`config.mk`:
```
export PLATFORM = sky130hd
export DESIGN_NAME = frame_time_histogram_monitor_unit
export DESIGN_NICKNAME = d
export VERILOG_FILES = /design/src/rtl/fthm_pkg.sv /design/src/rtl/fthm_front.sv /design/src/rtl/fthm_queue.sv /design/src/rtl/fthm_back.sv /design/src/rtl/frame_time_histogram_monitor_unit.sv
export SDC_FILE = /design/constraint.sdc
export NUM_CORES = 2
export LEC_CHECK = 0
export BUFFER_PORTS_ARGS = -buffer_cell sky130_fd_sc_hd__buf_4
export CORE_UTILIZATION = 46
export DETAILED_ROUTE_END_ITERATION = 10
export SYNTH_ARGS = -nofsm -noshare
export SYNTH_HDL_FRONTEND = slang
export SYNTH_SLANG_ARGS = --single-unit
export TNS_END_PERCENT = 50
```
`constraint.sdc`:
```
create_clock -name aclk -period 15.73 [get_ports aclk]
set_input_delay 0 -clock aclk [delete_from_list [all_inputs] [get_ports aclk]]
set_output_delay 0 -clock aclk [all_outputs]
set_load 0.01 [all_outputs]
```
`src/rtl/fthm_pkg.sv`:
```
// ----------------------------------------------------------------------------
// Frame time histogram monitor package
// Shared sizes, bucket edges, register and statistic codes, queue entry type.
// ----------------------------------------------------------------------------
package fthm_pkg;

    localparam int NUM_BUCKETS = 10;
    localparam int COUNT_WIDTH = 40;
    localparam int SUM_WIDTH   = 48;
    localparam int WIDE_WIDTH  = SUM_WIDTH + 1;
    localparam int SLOT_WIDTH  = $clog2(NUM_BUCKETS);
    localparam int EDGE_SLOTS  = 15;
    localparam int QUEUE_DEPTH = 2;

    localparam int IN_DATA_W  = 120;
    localparam int OUT_DATA_W = 56;
    localparam int CFG_DATA_W = 24;

    localparam logic [23:0] EDGE_US [EDGE_SLOTS] = '{
        24'd4000, 24'd8000, 24'd12000, 24'd16670, 24'd20000, 24'd25000,
        24'd33300, 24'd50000, 24'd100000, 24'd200000, 24'd400000,
        24'd800000, 24'd1600000, 24'd3200000, 24'd6400000
    };

    localparam logic [9:0] STEP_SCALE = 10'd1000;
    localparam logic [9:0] RAW_SCALE  = 10'd999;

    localparam logic [19:0] SPIKE_THRESHOLD_RESET = 20'd16700;
    localparam logic [23:0] VALID_LIMIT_RESET     = 24'd1000000;

    localparam logic [0:0] CFG_SPIKE_THRESHOLD = 1'b0;
    localparam logic [0:0] CFG_VALID_LIMIT     = 1'b1;

    localparam logic MODE_SAMPLE = 1'b0;
    localparam logic MODE_READ   = 1'b1;

    // offsets above the bucket indexes
    localparam logic [4:0] STAT_FRAMES     = 5'd0;
    localparam logic [4:0] STAT_DILATED    = 5'd1;
    localparam logic [4:0] STAT_SPIKES     = 5'd2;
    localparam logic [4:0] STAT_MISSED     = 5'd3;
    localparam logic [4:0] STAT_REAL_SUM   = 5'd4;
    localparam logic [4:0] STAT_SIM_SUM    = 5'd5;
    localparam logic [4:0] STAT_WORST      = 5'd6;
    localparam logic [4:0] STAT_WORST_TIME = 5'd7;

    typedef struct packed {
        logic                  mode;
        logic [31:0]           frame_number;
        logic [23:0]           raw_us;
        logic [23:0]           step_us;
        logic [31:0]           elapsed_ms;
        logic [4:0]            stat_index;
        logic [SLOT_WIDTH-1:0] slot;
        logic                  valid;
        logic                  dilated;
        logic                  spike;
    } entry_t;

endpackage

```
`src/rtl/fthm_front.sv`:
```
// ----------------------------------------------------------------------------
// Front classifier
// Holds the configuration registers and tags each request with its bucket,
// validity, slow-motion and spike flags.
// ----------------------------------------------------------------------------
module fthm_front (
    input  logic                               aclk,
    input  logic                               aresetn,
    input  logic                               cfg_we,
    input  logic [0:0]                         cfg_index,
    input  logic [fthm_pkg::CFG_DATA_W-1:0]    cfg_wdata,
    input  logic [fthm_pkg::IN_DATA_W-1:0]     s_tdata,
    input  logic                               s_tuser,
    output fthm_pkg::entry_t                   entry
);

    logic [19:0] spike_threshold_reg;
    logic [23:0] valid_limit_reg;

    logic [23:0]                     raw;
    logic [23:0]                     step;
    logic [33:0]                     step_scaled;
    logic [33:0]                     raw_scaled;
    logic [fthm_pkg::SLOT_WIDTH-1:0] slot;

    always_ff @(posedge aclk) begin
        if (!aresetn) begin
            spike_threshold_reg <= fthm_pkg::SPIKE_THRESHOLD_RESET;
            valid_limit_reg     <= fthm_pkg::VALID_LIMIT_RESET;
        end else if (cfg_we) begin
            unique case (cfg_index)
                fthm_pkg::CFG_SPIKE_THRESHOLD: spike_threshold_reg <= cfg_wdata[19:0];
                fthm_pkg::CFG_VALID_LIMIT:     valid_limit_reg     <= cfg_wdata;
                default: ;
            endcase
        end
    end

    assign raw  = s_tdata[55:32];
    assign step = s_tdata[79:56];

    assign step_scaled = {10'd0, step} * {24'd0, fthm_pkg::STEP_SCALE};
    assign raw_scaled  = {10'd0, raw} * {24'd0, fthm_pkg::RAW_SCALE};

    always_comb begin
        slot = fthm_pkg::SLOT_WIDTH'(fthm_pkg::NUM_BUCKETS - 1);
        for (int i = fthm_pkg::NUM_BUCKETS - 2; i >= 0; i--) begin
            if (raw < fthm_pkg::EDGE_US[i]) begin
                slot = fthm_pkg::SLOT_WIDTH'(i);
            end
        end
    end

    always_comb begin
        entry.mode         = s_tuser;
        entry.frame_number = s_tdata[31:0];
        entry.raw_us       = raw;
        entry.step_us      = step;
        entry.elapsed_ms   = s_tdata[111:80];
        entry.stat_index   = s_tdata[116:112];
        entry.slot         = slot;
        entry.valid        = (raw != 24'd0) && (raw < valid_limit_reg);
        entry.dilated      = step_scaled < raw_scaled;
        entry.spike        = raw > {4'd0, spike_threshold_reg};
    end

endmodule

```
`src/rtl/fthm_queue.sv`:
```
// ----------------------------------------------------------------------------
// Request queue
// Short in-order queue between the classifier and the statistics engine.
// ----------------------------------------------------------------------------
module fthm_queue (
    input  logic             aclk,
    input  logic             aresetn,
    input  logic             push,
    input  fthm_pkg::entry_t push_entry,
    input  logic             pop,
    output fthm_pkg::entry_t head,
    output logic             empty,
    output logic             full
);

    localparam int PTR_W   = $clog2(fthm_pkg::QUEUE_DEPTH);
    localparam int COUNT_W = $clog2(fthm_pkg::QUEUE_DEPTH + 1);

    fthm_pkg::entry_t   slot_reg [fthm_pkg::QUEUE_DEPTH];
    logic [PTR_W-1:0]   wr_ptr_reg;
    logic [PTR_W-1:0]   rd_ptr_reg;
    logic [COUNT_W-1:0] count_reg;
    logic [PTR_W-1:0]   wr_ptr_next;
    logic [PTR_W-1:0]   rd_ptr_next;
    logic [COUNT_W-1:0] count_next;

    always_comb begin
        wr_ptr_next = wr_ptr_reg;
        rd_ptr_next = rd_ptr_reg;
        count_next  = count_reg;
        if (push) begin
            wr_ptr_next = (wr_ptr_reg == PTR_W'(fthm_pkg::QUEUE_DEPTH - 1)) ?
                          '0 : wr_ptr_reg + 1'b1;
        end
        if (pop) begin
            rd_ptr_next = (rd_ptr_reg == PTR_W'(fthm_pkg::QUEUE_DEPTH - 1)) ?
                          '0 : rd_ptr_reg + 1'b1;
        end
        if (push && !pop) begin
            count_next = count_reg + 1'b1;
        end else if (pop && !push) begin
            count_next = count_reg - 1'b1;
        end
    end

    always_ff @(posedge aclk) begin
        if (!aresetn) begin
            wr_ptr_reg <= '0;
            rd_ptr_reg <= '0;
            count_reg  <= '0;
        end else begin
            wr_ptr_reg <= wr_ptr_next;
            rd_ptr_reg <= rd_ptr_next;
            count_reg  <= count_next;
        end
    end

    always_ff @(posedge aclk) begin
        if (push) begin
            slot_reg[wr_ptr_reg] <= push_entry;
        end
    end

    assign head  = slot_reg[rd_ptr_reg];
    assign empty = (count_reg == '0);
    assign full  = (count_reg == COUNT_W'(fthm_pkg::QUEUE_DEPTH));

endmodule

```
`src/rtl/fthm_back.sv`:
```
// ----------------------------------------------------------------------------
// Statistics engine
// Applies frame samples to the saturating counters and answers reads
// through a registered result stage.
// ----------------------------------------------------------------------------
module fthm_back (
    input  logic                               aclk,
    input  logic                               aresetn,
    input  fthm_pkg::entry_t                   head,
    input  logic                               empty,
    output logic                               pop,
    output logic                               m_tvalid,
    input  logic                               m_tready,
    output logic [fthm_pkg::OUT_DATA_W-1:0]    m_tdata
);

    localparam int CW = fthm_pkg::COUNT_WIDTH;
    localparam int SW = fthm_pkg::SUM_WIDTH;
    localparam int WW = fthm_pkg::WIDE_WIDTH;
    localparam logic [CW-1:0] COUNT_MAX = '1;
    localparam logic [SW-1:0] SUM_MAX   = '1;

    function automatic logic [CW-1:0] sat_inc(input logic [CW-1:0] x);
        return (&x) ? x : x + 1'b1;
    endfunction

    logic [31:0]   prev_frame_reg;
    logic [CW-1:0] bucket_reg [fthm_pkg::NUM_BUCKETS];
    logic [CW-1:0] frame_total_reg;
    logic [CW-1:0] dilated_total_reg;
    logic [CW-1:0] spike_total_reg;
    logic [CW-1:0] missed_total_reg;
    logic [SW-1:0] real_sum_reg;
    logic [SW-1:0] sim_sum_reg;
    logic [23:0]   worst_us_reg;
    logic [31:0]   worst_time_reg;
    logic          m_valid_reg;
    logic [SW-1:0] m_value_reg;
    logic [4:0]    m_which_reg;

    logic [CW-1:0] bucket_next [fthm_pkg::NUM_BUCKETS];
    logic [CW-1:0] frame_total_next;
    logic [CW-1:0] dilated_total_next;
    logic [CW-1:0] spike_total_next;
    logic [CW-1:0] missed_total_next;
    logic [SW-1:0] real_sum_next;
    logic [SW-1:0] sim_sum_next;
    logic [23:0]   worst_us_next;
    logic [31:0]   worst_time_next;
    logic [31:0]   prev_frame_next;
    logic          m_valid_next;

    logic          is_read;
    logic          sample_new;
    logic          take;
    logic [32:0]   gap;
    logic          gap_hit;
    logic [WW-1:0] missed_wide;
    logic [WW-1:0] real_wide;
    logic [WW-1:0] sim_wide;
    logic [4:0]    rel_index;
    logic [SW-1:0] rd_value;

    assign is_read = (head.mode == fthm_pkg::MODE_READ);
    assign pop     = !empty && (!is_read || !m_valid_reg || m_tready);

    assign sample_new = pop && !is_read && (head.frame_number != prev_frame_reg);
    assign take       = sample_new && head.valid;

    assign gap     = {1'b0, head.frame_number} - {1'b0, prev_frame_reg} - 33'd1;
    assign gap_hit = (prev_frame_reg != 32'd0) &&
                     ({1'b0, head.frame_number} > ({1'b0, prev_frame_reg} + 33'd1));

    assign missed_wide = WW'(missed_total_reg) + WW'(gap);
    assign real_wide   = WW'(real_sum_reg) + WW'(head.raw_us);
    assign sim_wide    = WW'(sim_sum_reg) + WW'(head.step_us);

    always_comb begin
        prev_frame_next    = prev_frame_reg;
        frame_total_next   = frame_total_reg;
        dilated_total_next = dilated_total_reg;
        spike_total_next   = spike_total_reg;
        missed_total_next  = missed_total_reg;
        real_sum_next      = real_sum_reg;
        sim_sum_next       = sim_sum_reg;
        worst_us_next      = worst_us_reg;
        worst_time_next    = worst_time_reg;
        for (int i = 0; i < fthm_pkg::NUM_BUCKETS; i++) begin
            bucket_next[i] = bucket_reg[i];
            if (take && head.slot == fthm_pkg::SLOT_WIDTH'(i)) begin
                bucket_next[i] = sat_inc(bucket_reg[i]);
            end
        end
        if (sample_new) begin
            prev_frame_next = head.frame_number;
            if (gap_hit) begin
                missed_total_next = (missed_wide > WW'(COUNT_MAX)) ?
                                    COUNT_MAX : missed_wide[CW-1:0];
            end
        end
        if (take) begin
            frame_total_next = sat_inc(frame_total_reg);
            real_sum_next    = real_wide[SW] ? SUM_MAX : real_wide[SW-1:0];
            sim_sum_next     = sim_wide[SW] ? SUM_MAX : sim_wide[SW-1:0];
            if (head.dilated) begin
                dilated_total_next = sat_inc(dilated_total_reg);
            end
            if (head.spike) begin
                spike_total_next = sat_inc(spike_total_reg);
            end
            if (head.raw_us > worst_us_reg) begin
                worst_us_next   = head.raw_us;
                worst_time_next = head.elapsed_ms;
            end
        end
    end

    assign rel_index = head.stat_index - 5'(fthm_pkg::NUM_BUCKETS);

    always_comb begin
        rd_value = '0;
        if (32'(head.stat_index) < fthm_pkg::NUM_BUCKETS) begin
            rd_value = SW'(bucket_reg[head.stat_index[fthm_pkg::SLOT_WIDTH-1:0]]);
        end else begin
            unique case (rel_index)
                fthm_pkg::STAT_FRAMES:     rd_value = SW'(frame_total_reg);
                fthm_pkg::STAT_DILATED:    rd_value = SW'(dilated_total_reg);
                fthm_pkg::STAT_SPIKES:     rd_value = SW'(spike_total_reg);
                fthm_pkg::STAT_MISSED:     rd_value = SW'(missed_total_reg);
                fthm_pkg::STAT_REAL_SUM:   rd_value = real_sum_reg;
                fthm_pkg::STAT_SIM_SUM:    rd_value = sim_sum_reg;
                fthm_pkg::STAT_WORST:      rd_value = SW'(worst_us_reg);
                fthm_pkg::STAT_WORST_TIME: rd_value = SW'(worst_time_reg);
                default:                   rd_value = '0;
            endcase
        end
    end

    always_comb begin
        m_valid_next = m_valid_reg;
        if (!m_valid_reg || m_tready) begin
            m_valid_next = pop && is_read;
        end
    end

    always_ff @(posedge aclk) begin
        if (!aresetn) begin
            prev_frame_reg    <= '0;
            frame_total_reg   <= '0;
            dilated_total_reg <= '0;
            spike_total_reg   <= '0;
            missed_total_reg  <= '0;
            real_sum_reg      <= '0;
            sim_sum_reg       <= '0;
            worst_us_reg      <= '0;
            worst_time_reg    <= '0;
            m_valid_reg       <= 1'b0;
            for (int i = 0; i < fthm_pkg::NUM_BUCKETS; i++) begin
                bucket_reg[i] <= '0;
            end
        end else begin
            prev_frame_reg    <= prev_frame_next;
            frame_total_reg   <= frame_total_next;
            dilated_total_reg <= dilated_total_next;
            spike_total_reg   <= spike_total_next;
            missed_total_reg  <= missed_total_next;
            real_sum_reg      <= real_sum_next;
            sim_sum_reg       <= sim_sum_next;
            worst_us_reg      <= worst_us_next;
            worst_time_reg    <= worst_time_next;
            m_valid_reg       <= m_valid_next;
            for (int i = 0; i < fthm_pkg::NUM_BUCKETS; i++) begin
                bucket_reg[i] <= bucket_next[i];
            end
        end
    end

    always_ff @(posedge aclk) begin
        if (pop && is_read) begin
            m_value_reg <= rd_value;
            m_which_reg <= head.stat_index;
        end
    end

    assign m_tvalid = m_valid_reg;
    assign m_tdata  = {3'd0, m_which_reg, m_value_reg};

    a_worst_monotonic: assert property (@(posedge aclk) disable iff (!aresetn)
        $past(aresetn) |-> worst_us_reg >= $past(worst_us_reg))
        else $error("worst frame time decreased");

    a_missed_monotonic: assert property (@(posedge aclk) disable iff (!aresetn)
        $past(aresetn) |-> missed_total_reg >= $past(missed_total_reg))
        else $error("missed count decreased");

    a_prev_hold: assert property (@(posedge aclk) disable iff (!aresetn)
        !sample_new |=> $stable(prev_frame_reg))
        else $error("frame counter moved without a new sample");

    a_frame_needs_new_counter: assert property (@(posedge aclk) disable iff (!aresetn)
        $past(aresetn) && !$stable(frame_total_reg) |-> !$stable(prev_frame_reg))
        else $error("frame counted without a new counter value");

endmodule

```
`src/rtl/frame_time_histogram_monitor_unit.sv`:
```
// ----------------------------------------------------------------------------
// Frame time histogram monitor
// Sorts frame samples into a fixed-edge histogram with saturating totals and
// returns one statistic per read request.
// ----------------------------------------------------------------------------
// Takes one request per cycle unless the queue is full. Each request is
// classified as it is accepted and written into a two-entry queue; the
// statistics engine retires one per cycle, but a read waits while the output
// register holds an untaken result. A read result goes from the queue to the
// output register on m_tdata; samples produce no output. With m_tready low a
// finished result waits in the output register while the queue still takes
// up to two more requests; s_tready drops only when the queue is full.
// Configuration writes are registered and take effect on later requests.
module frame_time_histogram_monitor_unit (
    input  logic                               aclk,
    input  logic                               aresetn,
    input  logic                               cfg_we,
    input  logic [0:0]                         cfg_index,
    input  logic [fthm_pkg::CFG_DATA_W-1:0]    cfg_wdata,
    input  logic                               s_tvalid,
    output logic                               s_tready,
    // frame_number, raw_us, step_us, elapsed_ms, stat_index
    input  logic [fthm_pkg::IN_DATA_W-1:0]     s_tdata,
    // mode
    input  logic                               s_tuser,
    output logic                               m_tvalid,
    input  logic                               m_tready,
    // stat_value, stat_which
    output logic [fthm_pkg::OUT_DATA_W-1:0]    m_tdata
);

    fthm_pkg::entry_t front_entry;
    fthm_pkg::entry_t head;
    logic             push;
    logic             pop;
    logic             empty;
    logic             full;

    assign s_tready = !full;
    assign push     = s_tvalid && !full;

    fthm_front u_front (
        .aclk      (aclk),
        .aresetn   (aresetn),
        .cfg_we    (cfg_we),
        .cfg_index (cfg_index),
        .cfg_wdata (cfg_wdata),
        .s_tdata   (s_tdata),
        .s_tuser   (s_tuser),
        .entry     (front_entry)
    );

    fthm_queue u_queue (
        .aclk       (aclk),
        .aresetn    (aresetn),
        .push       (push),
        .push_entry (front_entry),
        .pop        (pop),
        .head       (head),
        .empty      (empty),
        .full       (full)
    );

    fthm_back u_back (
        .aclk     (aclk),
        .aresetn  (aresetn),
        .head     (head),
        .empty    (empty),
        .pop      (pop),
        .m_tvalid (m_tvalid),
        .m_tready (m_tready),
        .m_tdata  (m_tdata)
    );

endmodule
```
==> summary.md <==
| Metric | Value |
|---|---|
| Commonest non-fill, non-tap cell in the layout | `nand2_1` |
| Post-synth EDFFs | `303` |
| Die height | `387 um` |
| Area grow syn2layout | `14.8%` |
| Fin. Hold Viols | `0` |
| Vias in the first global route | `54,300` |
| Placement row count | `141` |
| Setup Skew | `37.9 ps` |
| Synth cell types | `100` |
| Post-CTS setup buffer count | `0` |
| Longest Clk Path Bufs | `3` |
| CTS Root Cell | `clkbuf_16` |
| Cell area power density | `175 mW/mm^2` |
| Maxcap violations | `0` |
| Clk_lat worst skew | `780 ps` |
| Status | `complete, no violations` |
| Routability cong. | `0.936` |
| Yosys reg bits | `1,097` |
| Worst Path Class, Setup | `reg -> reg` |
| RSZ-0062 raised after global routing | `false` |
| Initial antenna violation count | `11` |
| CTS H-tree lvls | `4` |
| First-pass GRT wire length | `319,000 um` |
| Crit path launch type | `register` |
| Tot Pwr | `0.0137 W` |
| Period utilization | `46.6%` |
| GRT Total Usage | `27.1%` |
| Commonest cells after routing, fill and taps aside | `nand2_1 (814), dfxtp_1 (793), nor2_1 (705)` |
| Depth of the most critical reg-to-reg path | `25` |
| Worst slew pin tran | `1300 ps` |
| Slew Limit Headroom | `12.3%` |
| Fillers | `13,600` |
| DR iter-0 viols | `4,787` |
| Yosys warning total | `0` |
| Most common flop cell mapped by yosys | `dfxtp_1` |
| Final ANT Viol Nets | `0` |
| Fmax | `136 MHz` |
| Die Width | `387 um` |
| Clk slew on worst S/H paths | `60 ps` |
| Layout net count | `8,783` |
| Post-DP HPWL | `151,000 um` |
| Design Area, Final | `0.0784 mm^2` |
| Area of the die | `0.150 mm^2` |
| Post-route minimum period | `7330 ps` |
| Max FFs per register | `400` |
| Cells after synthesis | `7,656` |
| Mapped cell area | `0.0683 mm^2` |
| P_leak | `30.0 nW` |
| Cell Area, Placed | `0.0716 mm^2` |
| Sum of negative setup slack | `0 ps` |
| Number of buffers added on ports | `202` |
| # clock sinks | `1,097` |
| Largest net degree at the start of global routing | `173` |
| WL final | `208,000 um` |
| Share of the synthesized area in the top cell type | `23.3%` |
| Hold Path Stages | `4` |
| Yosys top cell by area | `dfxtp_1` |
| Starting density of the core | `46.3%` |
| Req. time, crit path | `16,330 ps` |
| Asr flop ratio synth | `0%` |
| Syn Area/Cell | `8.93 um^2` |
| CTS tree | `built` |
| Final core occ | `53.1%` |
| Worst Hold Class | `in -> reg` |
| Critical path data arrival time | `7930 ps` |
| Vias/cell | `5.74` |
| Total grt overflow | `0` |
| Post-synthesis sequential area ratio | `36.6%` |
| DR vias | `57,400` |
| Core Box Area | `0.148 mm^2` |
| Largest cells by area after synthesis | `dfxtp_1 (23%), edfxtp_1 (13%), ha_1 (8.4%)` |
| Clock buffer count from CTS | `130` |
| WL/cell | `20.8 um` |
| # DRC | `0` |
| Final setup fails | `0` |
| Crit. End Element | `register` |
| I/O pin count | `209` |
| Final Max Tran Viols | `0` |
| Maximum VDD drop | `147 uV` |
| Share of layout cells above drive strength 1 | `8.00%` |
| Critical path peak fanout | `39` |
| Drt pass-1 iters | `9` |
critical path, cell delays in order (launching register included):
cell	delay [ps]
dfxtp_4	770
mux2i_1	390
inv_1	80
ha_1	230
fa_1	410
a21oi_1	230
o21ai_0	180
a2111oi_0	680
nor2_1	160
nand2_1	140
o21ai_0	100
or3_1	330
a21oi_1	250
o21ai_0	140
xnor2_1	150
ha_1	410
o211ai_1	150
a21boi_0	210
o22ai_1	160
a211oi_1	250
a211oi_1	130
a211o_1	370
a21o_1	200
o21ai_0	580
and3_1	340
a311oi_1	120
synthesized netlist by cell type (98+ instances only):
master / n
xnor2_1: 309
o21ai_0: 257
a21o_1: 118
a21oi_1: 468
or3_1: 99
and3_1: 184
ha_1: 458
fa_1: 216
clkbuf_1: 231
edfxtp_1: 303
nand4_1: 191
nor3_1: 110
inv_1: 521
a31oi_1: 98
and2_1: 100
nand3_1: 343
nand2_1: 814
xor2_1: 335
dfxtp_1: 794
nor2_1: 707
path summary, 6_finish.rpt:
path	startpoint	to	slack [ps]
setup reg to reg	register	u_back.missed_total_reg[39]	8400
setup / recovery	register	u_back.missed_total_reg[39]	8400
hold / removal	cfg_wdata[3]	u_front.spike_threshold_reg[3]	40
hold reg to reg	u_front.spike_threshold_reg[6]	u_front.spike_threshold_reg[6]	460
logic make-up (layout without fill, tap and decap cells):
kind of cell    count (synthesis)  in the layout  synth area share, %
simple gates                 2820           2820                 20.0
compound gates               1445           1445                 13.6
flops                        1097           1097                 36.6
buf+inv                       841           1247                 4.73
fa+ha+maj                     674            674                 14.7
xor+xnor                      644            644                 8.25
mux                           134            134                 2.12
other cells                     1              4              0.00549
metal layers:
layer / wire length [um] / track usage [%] / vias up
li1: - / - / 27600
met1: 95100 / 38.5 / 27800
met2: 92500 / 42.3 / 1729
met3: 14000 / 4.13 / 317
met4: 6430 / 8.51 / 0
met5: 0 / 0 / -
area by class of cell:
| type | instances | area (um^2) | area share, % |
|---|---|---|---|
| multi-input cells | 5720 | 40300 | 51.3 |
| flip-flops and latches | 1097 | 25000 | 31.9 |
| repair buffers | 484 | 4290 | 5.46 |
| clock buffers | 177 | 3710 | 4.72 |
| well taps | 1930 | 2410 | 3.08 |
| inverters | 525 | 1990 | 2.53 |
| clock inverters | 61 | 772 | 0.984 |
| diodes | 1 | 2.50 | 0.00319 |
report_power, final:
group / switching, W / internal (W)
combinational: 0.00425 / 0.00283
sequential: 0.000252 / 0.00323
clock: 0.00127 / 0.00189
per-stage QoR:
| step | instances | hold WS (ps) | setup slack (ps) |
|---|---|---|---|
| final | 9995 | 38.3 | 8400 |
| after global routing | 9994 | 29.4 | 7920 |
| after CTS | 9994 | 1.11 | 8490 |
| after detailed placement | 9522 | 188 | 8590 |
| after global placement | 9522 | 185 | 8670 |
| after floorplan | 7658 | 98.9 | 9040 |
what timing repair did:
item	4_1_cts	5_1_grt
endpoints found under the hold margin	359	0
endpoints found under the setup margin	0	0
hold buffers	234	0
resized for setup	0	0
No activity file was read; power rests on OpenSTA's default activity.
